==> config.mk <==
export PLATFORM = sky130hd
export DESIGN_NAME = serial_expansion_channel_registers_core_flat
export DESIGN_NICKNAME = d
export VERILOG_FILES = /design/src/hw/rtl/secr_pkg.sv /design/src/hw/rtl/secr_req_if.sv /design/src/hw/rtl/secr_rsp_if.sv /design/src/hw/rtl/secr_chan.sv /design/src/hw/rtl/serial_expansion_channel_registers_core.sv /design/src/flat_wrapper.sv
export SDC_FILE = /design/constraint.sdc
export NUM_CORES = 1
export LEC_CHECK = 0
export BUFFER_PORTS_ARGS = -buffer_cell sky130_fd_sc_hd__buf_2
export CAP_MARGIN = 5
export CORE_MARGIN = 1
export CORE_UTILIZATION = 35
export DETAILED_ROUTE_END_ITERATION = 8
export PLACE_DENSITY = 0.6
export SLEW_MARGIN = 20
export SYNTH_ARGS = -nofsm -noshare
export SYNTH_HDL_FRONTEND = slang
export SYNTH_SLANG_ARGS = --single-unit
==> constraint.sdc <==
create_clock -name clk -period 8 [get_ports clk]
set_input_delay 0.8 -clock clk [delete_from_list [all_inputs] [get_ports clk]]
set_output_delay 0.8 -clock clk [all_outputs]
set_load 0.01 [all_outputs]
==> src/hw/rtl/secr_pkg.sv <==
// ----------------------------------------------------------------------------
// secr_pkg
// Shared types, constants and helpers for the serial expansion channel
// register bank.
// ----------------------------------------------------------------------------
package secr_pkg;

  localparam int NUM_CHANNELS = 3;
  localparam int CHAN_W       = (NUM_CHANNELS > 1) ? $clog2(NUM_CHANNELS) : 1;

  localparam int DATA_W = 32;
  localparam int OFFS_W = 8;
  localparam int SIZE_W = 2;

  // Byte stride between channel register groups.
  localparam int CHAN_STRIDE = 'h14;

  // Register offsets within one channel group.
  localparam logic [OFFS_W-1:0] OFFS_STATUS    = 8'h00;
  localparam logic [OFFS_W-1:0] OFFS_DMA_ADDR  = 8'h04;
  localparam logic [OFFS_W-1:0] OFFS_DMA_LEN   = 8'h08;
  localparam logic [OFFS_W-1:0] OFFS_CONTROL   = 8'h0C;
  localparam logic [OFFS_W-1:0] OFFS_IMMEDIATE = 8'h10;

  // Access size codes.
  localparam logic [SIZE_W-1:0] SIZE_BYTE = 2'd0;
  localparam logic [SIZE_W-1:0] SIZE_HALF = 2'd1;
  localparam logic [SIZE_W-1:0] SIZE_WORD = 2'd2;

  // Opcodes.
  localparam logic OP_READ  = 1'b0;
  localparam logic OP_WRITE = 1'b1;

  // Status bit fields.
  localparam logic [DATA_W-1:0] ST_XFER_DONE = 32'h0000_0008;
  localparam logic [DATA_W-1:0] ST_W1C       = 32'h0000_080A;  // bits 1, 3, 11
  localparam logic [DATA_W-1:0] ST_WRITABLE  = 32'h0000_27F5;  // 0, 2, 4..10, 13
  localparam logic [DATA_W-1:0] ST_RST_CH0   = 32'h0000_0800;
  localparam logic [DATA_W-1:0] ST_RST_CH1   = 32'h0000_0880;

  localparam logic [DATA_W-1:0] IMM_FILL = 32'hFFFF_FFFF;

  typedef enum logic [2:0] {
    REG_STATUS,
    REG_DMA_ADDR,
    REG_DMA_LEN,
    REG_CONTROL,
    REG_IMMEDIATE,
    REG_NONE
  } reg_sel_t;

  // Write request routed to one channel.
  typedef struct packed {
    logic              en;
    reg_sel_t          sel;
    logic [DATA_W-1:0] data;
  } chan_wr_t;

  // Current contents of one channel.
  typedef struct packed {
    logic [DATA_W-1:0] status;
    logic [DATA_W-1:0] dma_addr;
    logic [DATA_W-1:0] dma_len;
    logic [DATA_W-1:0] control;
    logic [DATA_W-1:0] immediate;
  } chan_regs_t;

  function automatic logic [DATA_W-1:0] status_reset(input int c);
    logic [DATA_W-1:0] v;
    v = '0;
    if (c == 0) begin
      v = ST_RST_CH0;
    end else if (c == 1) begin
      v = ST_RST_CH1;
    end
    return v;
  endfunction

  // Interrupt when any enable-and-flag pair is set.
  function automatic logic status_irq(input logic [DATA_W-1:0] s);
    return (s[0] & s[1]) | (s[2] & s[3]) | (s[10] & s[11]);
  endfunction

endpackage

==> src/hw/rtl/secr_req_if.sv <==
// ----------------------------------------------------------------------------
// secr_req_if
// Request channel: one bus access per beat.
// ----------------------------------------------------------------------------
interface secr_req_if;
  import secr_pkg::*;

  logic              valid;
  logic              ready;
  logic              opcode;
  logic [OFFS_W-1:0] offset;
  logic [SIZE_W-1:0] access_size;
  logic [DATA_W-1:0] write_data;

  modport source (output valid, opcode, offset, access_size, write_data, input ready);
  modport sink   (input valid, opcode, offset, access_size, write_data, output ready);
endinterface

==> src/hw/rtl/secr_rsp_if.sv <==
// ----------------------------------------------------------------------------
// secr_rsp_if
// Response channel: read data and interrupt level, one beat per access.
// ----------------------------------------------------------------------------
interface secr_rsp_if;
  import secr_pkg::*;

  logic              valid;
  logic              ready;
  logic [DATA_W-1:0] read_data;
  logic              irq;

  modport source (output valid, read_data, irq, input ready);
  modport sink   (input valid, read_data, irq, output ready);
endinterface

==> src/hw/rtl/secr_chan.sv <==
// ----------------------------------------------------------------------------
// secr_chan
// Register group of one channel: status, DMA address/length, control,
// immediate data. Reports its interrupt term for the state after a write.
// ----------------------------------------------------------------------------
module secr_chan (
  input  logic                              clk,
  input  logic                              rst,
  input  logic [secr_pkg::DATA_W-1:0]       reset_status,
  input  secr_pkg::chan_wr_t                wr,
  output secr_pkg::chan_regs_t              regs,
  output logic                              irq_next
);
  import secr_pkg::*;

  chan_regs_t regs_next;
  logic       start;

  assign start = wr.data[0];

  always_comb begin
    regs_next = regs;
    if (wr.en) begin
      case (wr.sel)
        REG_STATUS: begin
          regs_next.status = ((regs.status & ~(wr.data & ST_W1C)) & ~ST_WRITABLE)
                           | (wr.data & ST_WRITABLE);
        end
        REG_DMA_ADDR:  regs_next.dma_addr  = wr.data;
        REG_DMA_LEN:   regs_next.dma_len   = wr.data;
        REG_CONTROL: begin
          regs_next.control = {wr.data[DATA_W-1:1], 1'b0};
          if (!start) begin
            regs_next.control[0] = wr.data[0];
          end else begin
            regs_next.status = regs.status | ST_XFER_DONE;
            // immediate-read mode: dir bit and mode bits all zero
            if (wr.data[3:1] == 3'b000) begin
              regs_next.immediate = IMM_FILL;
            end
          end
        end
        REG_IMMEDIATE: regs_next.immediate = wr.data;
        default: ;
      endcase
    end
  end

  assign irq_next = status_irq(regs_next.status);

  always_ff @(posedge clk) begin
    if (rst) begin
      regs.status    <= reset_status;
      regs.dma_addr  <= '0;
      regs.dma_len   <= '0;
      regs.control   <= '0;
      regs.immediate <= '0;
    end else begin
      regs <= regs_next;
    end
  end

endmodule

==> src/hw/rtl/serial_expansion_channel_registers_core.sv <==
// ----------------------------------------------------------------------------
// serial_expansion_channel_registers_core
// Register bank for the serial expansion channels, one bus access per beat.
// ----------------------------------------------------------------------------
// Each channel owns five word registers at 0x14-byte spacing: status (+0x00),
// DMA address (+0x04), DMA length (+0x08), control (+0x0C) and immediate data
// (+0x10). Only word accesses act; byte/halfword accesses, gap offsets and
// offsets past the last channel read zero and write nothing. Writes always
// return zero read data. Every access returns one response beat carrying the
// interrupt level as it stands after that access. The block takes one access
// per clock cycle unless the response register stalls: an access is captured
// in the request register, is decoded and applied there, and its response is
// held in the response register. A stalled response register stops the
// request register, which then accepts nothing until it drains. Status bits
// 1, 3 and 11 are write-one-to-clear; a control write with the start bit sets
// transfer-complete (status bit 3) and reads back with start cleared.
// ----------------------------------------------------------------------------
module serial_expansion_channel_registers_core (
  input logic       clk,
  input logic       rst,
  secr_req_if.sink  req,
  secr_rsp_if.source rsp
);
  import secr_pkg::*;

  // Request register.
  logic              s1_valid;
  logic              s1_opcode;
  logic [OFFS_W-1:0] s1_offset;
  logic [SIZE_W-1:0] s1_access_size;
  logic [DATA_W-1:0] s1_write_data;

  // Response register.
  logic              out_valid;
  logic [DATA_W-1:0] out_read_data;
  logic              out_irq;

  logic s1_advance;

  // Decode.
  logic [NUM_CHANNELS-1:0] hit;
  logic [CHAN_W-1:0]       chan_idx;
  logic [OFFS_W-1:0]       reg_offs;
  reg_sel_t                sel;
  logic                    is_word;
  logic                    act;

  chan_wr_t                wr     [NUM_CHANNELS];
  chan_regs_t              regs   [NUM_CHANNELS];
  logic [NUM_CHANNELS-1:0] irq_vec;

  logic [DATA_W-1:0] read_data_next;

  assign s1_advance = s1_valid && (!out_valid || rsp.ready);
  assign req.ready  = !s1_valid || s1_advance;

  always_ff @(posedge clk) begin
    if (rst) begin
      s1_valid <= 1'b0;
    end else if (req.ready) begin
      s1_valid <= req.valid;
    end
  end

  always_ff @(posedge clk) begin
    if (req.ready && req.valid) begin
      s1_opcode      <= req.opcode;
      s1_offset      <= req.offset;
      s1_access_size <= req.access_size;
      s1_write_data  <= req.write_data;
    end
  end

  // Channel range compare: one comparator pair per channel, bounds fixed.
  always_comb begin
    chan_idx = '0;
    reg_offs = '0;
    for (int c = 0; c < NUM_CHANNELS; c++) begin
      hit[c] = ({1'b0, s1_offset} >= 9'(c * CHAN_STRIDE))
            && ({1'b0, s1_offset} <  9'((c + 1) * CHAN_STRIDE));
      if (hit[c]) begin
        chan_idx = CHAN_W'(c);
        reg_offs = s1_offset - OFFS_W'(c * CHAN_STRIDE);
      end
    end
  end

  always_comb begin
    case (reg_offs)
      OFFS_STATUS:    sel = REG_STATUS;
      OFFS_DMA_ADDR:  sel = REG_DMA_ADDR;
      OFFS_DMA_LEN:   sel = REG_DMA_LEN;
      OFFS_CONTROL:   sel = REG_CONTROL;
      OFFS_IMMEDIATE: sel = REG_IMMEDIATE;
      default:        sel = REG_NONE;
    endcase
  end

  assign is_word = (s1_access_size == SIZE_WORD);
  assign act     = is_word && (|hit) && (sel != REG_NONE);

  for (genvar c = 0; c < NUM_CHANNELS; c++) begin : g_chan
    assign wr[c].en   = s1_advance && act && hit[c] && (s1_opcode == OP_WRITE);
    assign wr[c].sel  = sel;
    assign wr[c].data = s1_write_data;

    secr_chan u_chan (
      .clk          (clk),
      .rst          (rst),
      .reset_status (status_reset(c)),
      .wr           (wr[c]),
      .regs         (regs[c]),
      .irq_next     (irq_vec[c])
    );
  end

  // Read mux; reads see the state left by all earlier accesses.
  always_comb begin
    read_data_next = '0;
    if (act && (s1_opcode == OP_READ)) begin
      case (sel)
        REG_STATUS:    read_data_next = regs[chan_idx].status;
        REG_DMA_ADDR:  read_data_next = regs[chan_idx].dma_addr;
        REG_DMA_LEN:   read_data_next = regs[chan_idx].dma_len;
        REG_CONTROL:   read_data_next = regs[chan_idx].control;
        REG_IMMEDIATE: read_data_next = regs[chan_idx].immediate;
        default:       read_data_next = '0;
      endcase
    end
  end

  always_ff @(posedge clk) begin
    if (rst) begin
      out_valid <= 1'b0;
    end else if (s1_advance) begin
      out_valid <= 1'b1;
    end else if (rsp.ready) begin
      out_valid <= 1'b0;
    end
  end

  always_ff @(posedge clk) begin
    if (s1_advance) begin
      out_read_data <= read_data_next;
      out_irq       <= |irq_vec;
    end
  end

  assign rsp.valid     = out_valid;
  assign rsp.read_data = out_read_data;
  assign rsp.irq       = out_irq;

`ifndef SYNTHESIS
  // A write beat never returns data.
  a_write_reads_zero: assert property (@(posedge clk) disable iff (rst)
    s1_advance && (s1_opcode == OP_WRITE) |=> out_read_data == '0)
    else $error("write access returned nonzero read data");

  // Non-word accesses return zero.
  a_size_reads_zero: assert property (@(posedge clk) disable iff (rst)
    s1_advance && (s1_access_size != SIZE_WORD) |=> out_read_data == '0)
    else $error("non-word access returned nonzero read data");

  // An offset falls in at most one channel window.
  a_hit_onehot: assert property (@(posedge clk) disable iff (rst)
    s1_valid |-> $onehot0(hit))
    else $error("offset decoded to more than one channel");

  // An empty response register never blocks requests.
  a_ready_when_drained: assert property (@(posedge clk) disable iff (rst)
    !out_valid |-> req.ready)
    else $error("request stalled with empty response register");
`endif

endmodule
==> src/flat_wrapper.sv <==
// flat-port wrapper written by rule: the top's interface ports become plain ports
module serial_expansion_channel_registers_core_flat import secr_pkg::*;
  (clk, rst, req_valid, req_opcode, req_offset, req_access_size, req_write_data, req_ready, rsp_valid, rsp_read_data, rsp_irq, rsp_ready);
  secr_req_if req_i ();
  secr_rsp_if rsp_i ();
  input logic clk;
  input logic rst;
  input wire logic [$bits(req_i.valid)-1:0] req_valid;
  input wire logic [$bits(req_i.opcode)-1:0] req_opcode;
  input wire logic [$bits(req_i.offset)-1:0] req_offset;
  input wire logic [$bits(req_i.access_size)-1:0] req_access_size;
  input wire logic [$bits(req_i.write_data)-1:0] req_write_data;
  output wire logic [$bits(req_i.ready)-1:0] req_ready;
  output wire logic [$bits(rsp_i.valid)-1:0] rsp_valid;
  output wire logic [$bits(rsp_i.read_data)-1:0] rsp_read_data;
  output wire logic [$bits(rsp_i.irq)-1:0] rsp_irq;
  input wire logic [$bits(rsp_i.ready)-1:0] rsp_ready;
  assign req_i.valid = req_valid;
  assign req_i.opcode = req_opcode;
  assign req_i.offset = req_offset;
  assign req_i.access_size = req_access_size;
  assign req_i.write_data = req_write_data;
  assign req_ready = req_i.ready;
  assign rsp_valid = rsp_i.valid;
  assign rsp_read_data = rsp_i.read_data;
  assign rsp_irq = rsp_i.irq;
  assign rsp_i.ready = rsp_ready;
  serial_expansion_channel_registers_core u_core (.clk(clk), .rst(rst), .req(req_i), .rsp(rsp_i));
endmodule
==> results.txt <==
Area growth syn-to-layout = 12.2%
post-synthesis cell area = 0.0233 mm²
Root Driver = clkbuf_16
Tot GR Track Use = 18.5%
area of the multi-input gates = 0.0105 mm²
vias in the first global route = 17,700
post-synthesis sequential area ratio = 51.0%
Max Cap Viol = 0
# setup viols final = 0
Leakage = 10.1 nW
Synthesized Nets = 2,653
Core ar. = 0.0657 mm²
pins over their slew limit = 0
Pre-Repair DR Iteration Count = 5
Setup Skew = 0.0275 ns
FMAX = 194 MHz
# hold bufs at CTS = 0
final WL = 63,900 µm
CTS Buf Count = 55
Hold Crit Depth = 1
CP Depth = 14
antenna violations before repair = 3
largest net degree at the start of global routing = 250
unrepaired setup endpoints after global routing = false
WS Path Type = register to register
Routed Antenna Nets = 0
DRT iter0 DRCs = 1,546
commonest non-fill, non-tap cell in the layout = dfxtp_1
register area = 0.0119 mm²
Place WS = 2.84 ns
Main synth FF type = dfxtp_1
CP dominant cell by count = buf_4
CP startpoint kind = register
die area = 0.0675 mm²
CTS tree = done
switching part of the total power = 23.3%
fraction of layout cells with a size suffix above 1 = 9.24%
CP cell instances = inv_1 > ha_1 > and2b_1 > o311ai_4 > buf_12 > o22ai_1 > a21oi_1 > or3_1 > buf_4 > o22ai_4 > nor2_4 > buf_4 > nor2_1 > a211oi_1
Peak VDD IR = 0.169 mV
Combinational Power Share = 4.4%
sw power = 1.38 mW
final hold violations = 0
clock power share = 46.4%
Hold WS = 0.342 ns
commonest cells after routing, fill and taps aside = dfxtp_1 (479), nand2_1 (446), nor2_1 (356)
asr flop ratio synth = 0%
Clk Latency, worst-skew pair = 0.63 ns
synthesis-stage register bit count = 555
Sink Count = 555
Hold/Removal Path Class = primary input to register
row count = 94
GPL Wtd Cong = 0.830
detailed-route via count = 18,300
slew at the pin closest to its max-slew limit = 1.12 ns
Reg2Reg Depth = 14
Crit path buffers/inverters = 4
PortBufs = 81
worst setup margin = 2.83 ns
crit-path max FO = 113
Routed WL per cell = 18.6 µm
I/O pin cnt = 82
clk buf depth = 3
Power Internal = 4.52 mW
chip width = 260 µm
H-Tree Depth = 2
Post-Syn Instances = 2,599
pwr dens = 226 mW/mm²
TNS Setup = 0 ns
fill cell count = 6,340
post-route DRC violation count = 0
grt ovf = 0
Post-synth EDFFs = 76
Yosys Warn Count = 0
Worst EP required = 8.52 ns
Post-CTS Setup Inserts = 0
first-pass GRT wire length = 99,900 µm
Antenna Cells = 0
Worst-path clk slew = 0.07 ns
Min Clock Period, post-route = 5.17 ns
dpl hpwl = 37,500 µm
final worst path period share = 64.6%
Slowest-stage cell, CP = buf_12
vias per inst = 5.33
status = complete, no violations
Nets = 2,583
CP arrival = 5.69 ns
distinct cell type count of the synthesized netlist = 57
Resized cells post-CTS = 0
critical path's largest stage delay = 0.65 ns
crit-path leading delay family = buffers and inverters
share of power burned in registers = 49.1%
critical path capture point type = register
Max-slew headroom = 25.1%
Syn Area/Cell = 8.96 µm²
die height = 260 µm
Initial Util = 35.4%
fin util = 39.7%
[cells by family after synthesis]
kind of cell | share of synthesized area [%]
mux | 13.4
xor+xnor | 0.0753
buf+inv | 4.20
simple gates | 16.0
flops | 51.0
compound gates | 14.9
fa+ha+maj | 0.376
[layout make-up]
cell class              count  share of cell area (%)
flip-flops and latches    555                    45.5
inverters                   7                   0.101
clock buffers              82                    6.23
repair buffers            108                    2.56
multi-input cells        1802                    40.4
clock inverters            22                    1.14
well taps                 864                    4.14
[metrics by stage]
stage	power [mW]	instances	instance area (µm²)
floorplan	3.11	2599	23300
global placement	3.21	3335	24200
detailed placement	3.22	3335	24200
finish	5.90	3440	26100
CTS	5.94	3439	26100
global route	6.08	3440	26100
[Yosys cell counts, types with 3 or more instances]
master	n	share of area (%)
o22ai_1	34	0.91
o21ai_0	36	0.77
inv_1	7	0.11
nor2b_1	62	1.7
a22oi_1	3	0.097
a31oi_1	35	0.94
mux2_2	5	0.24
a21oi_1	273	5.9
nand2b_1	5	0.13
nor3_1	6	0.13
nor2_2	5	0.13
clkbuf_1	174	2.8
buf_4	6	0.19
nor2_1	358	5.8
a211oi_1	99	3.2
or3_1	5	0.13
nand2_1	451	7.3
mux2i_1	305	13
buf_2	38	0.82
buf_1	17	0.27
dfxtp_1	479	41
ha_1	7	0.38
edfxtp_1	76	9.8
a211oi_2	3	0.16
o211ai_1	65	2.1
[power groups by stage]
stage	Clock (mW)	Sequential (mW)	Combinational [mW]
2_1_floorplan	0	2.92	0.188
5_1_grt	2.90	2.90	0.281
3_5_place_dp	0	2.96	0.258
4_1_cts	2.79	2.90	0.258
6_report	2.74	2.90	0.261
3_3_place_gp	0	2.96	0.254
[metal layers]
layer / vias to the layer above / wire length [µm] / track usage [%]
met5: - / 32 / 0
met4: 6 / 1270 / 5.10
met3: 97 / 3650 / 2.58
met2: 554 / 29400 / 29.9
met1: 8877 / 29600 / 25.7
li1: 8795 / - / -
[sequential cells by signal, indices dropped and copies added, names as in the netlist]
signal / cells
u_core.g_chan.u_chan.regs: 477
u_core.rsp.irq: 1
u_core.rsp.read_data: 32
u_core.rsp.valid: 1
u_core.s1_access_size: 2
u_core.s1_offset: 8
u_core.s1_opcode: 1
u_core.s1_valid: 1
u_core.s1_write_data: 32
[worst register-to-register path, cell delays in order, from the launching register on]
cell	delay, ns
edfxtp_1	0.51
inv_1	0.20
ha_1	0.21
and2b_1	0.28
o311ai_4	0.32
buf_12	0.65
o22ai_1	0.19
a21oi_1	0.47
or3_1	0.18
buf_4	0.45
o22ai_4	0.22
nor2_4	0.55
buf_4	0.50
nor2_1	0.10
a211oi_1	0.23
[path summary, 6_finish.rpt]
check                                        start                               end  slack, ns
setup / recovery               u_core.s1_offset[3]  u_core.g_chan[0].u_chan.regs[14]       2.83
hold / removal                  req_access_size[0]          u_core.s1_access_size[0]       0.34
setup reg to reg               u_core.s1_offset[3]  u_core.g_chan[0].u_chan.regs[14]       2.83
hold reg to reg   u_core.g_chan[1].u_chan.regs[72]  u_core.g_chan[1].u_chan.regs[72]       0.45
No activity file was read; power rests on OpenSTA's default activity.
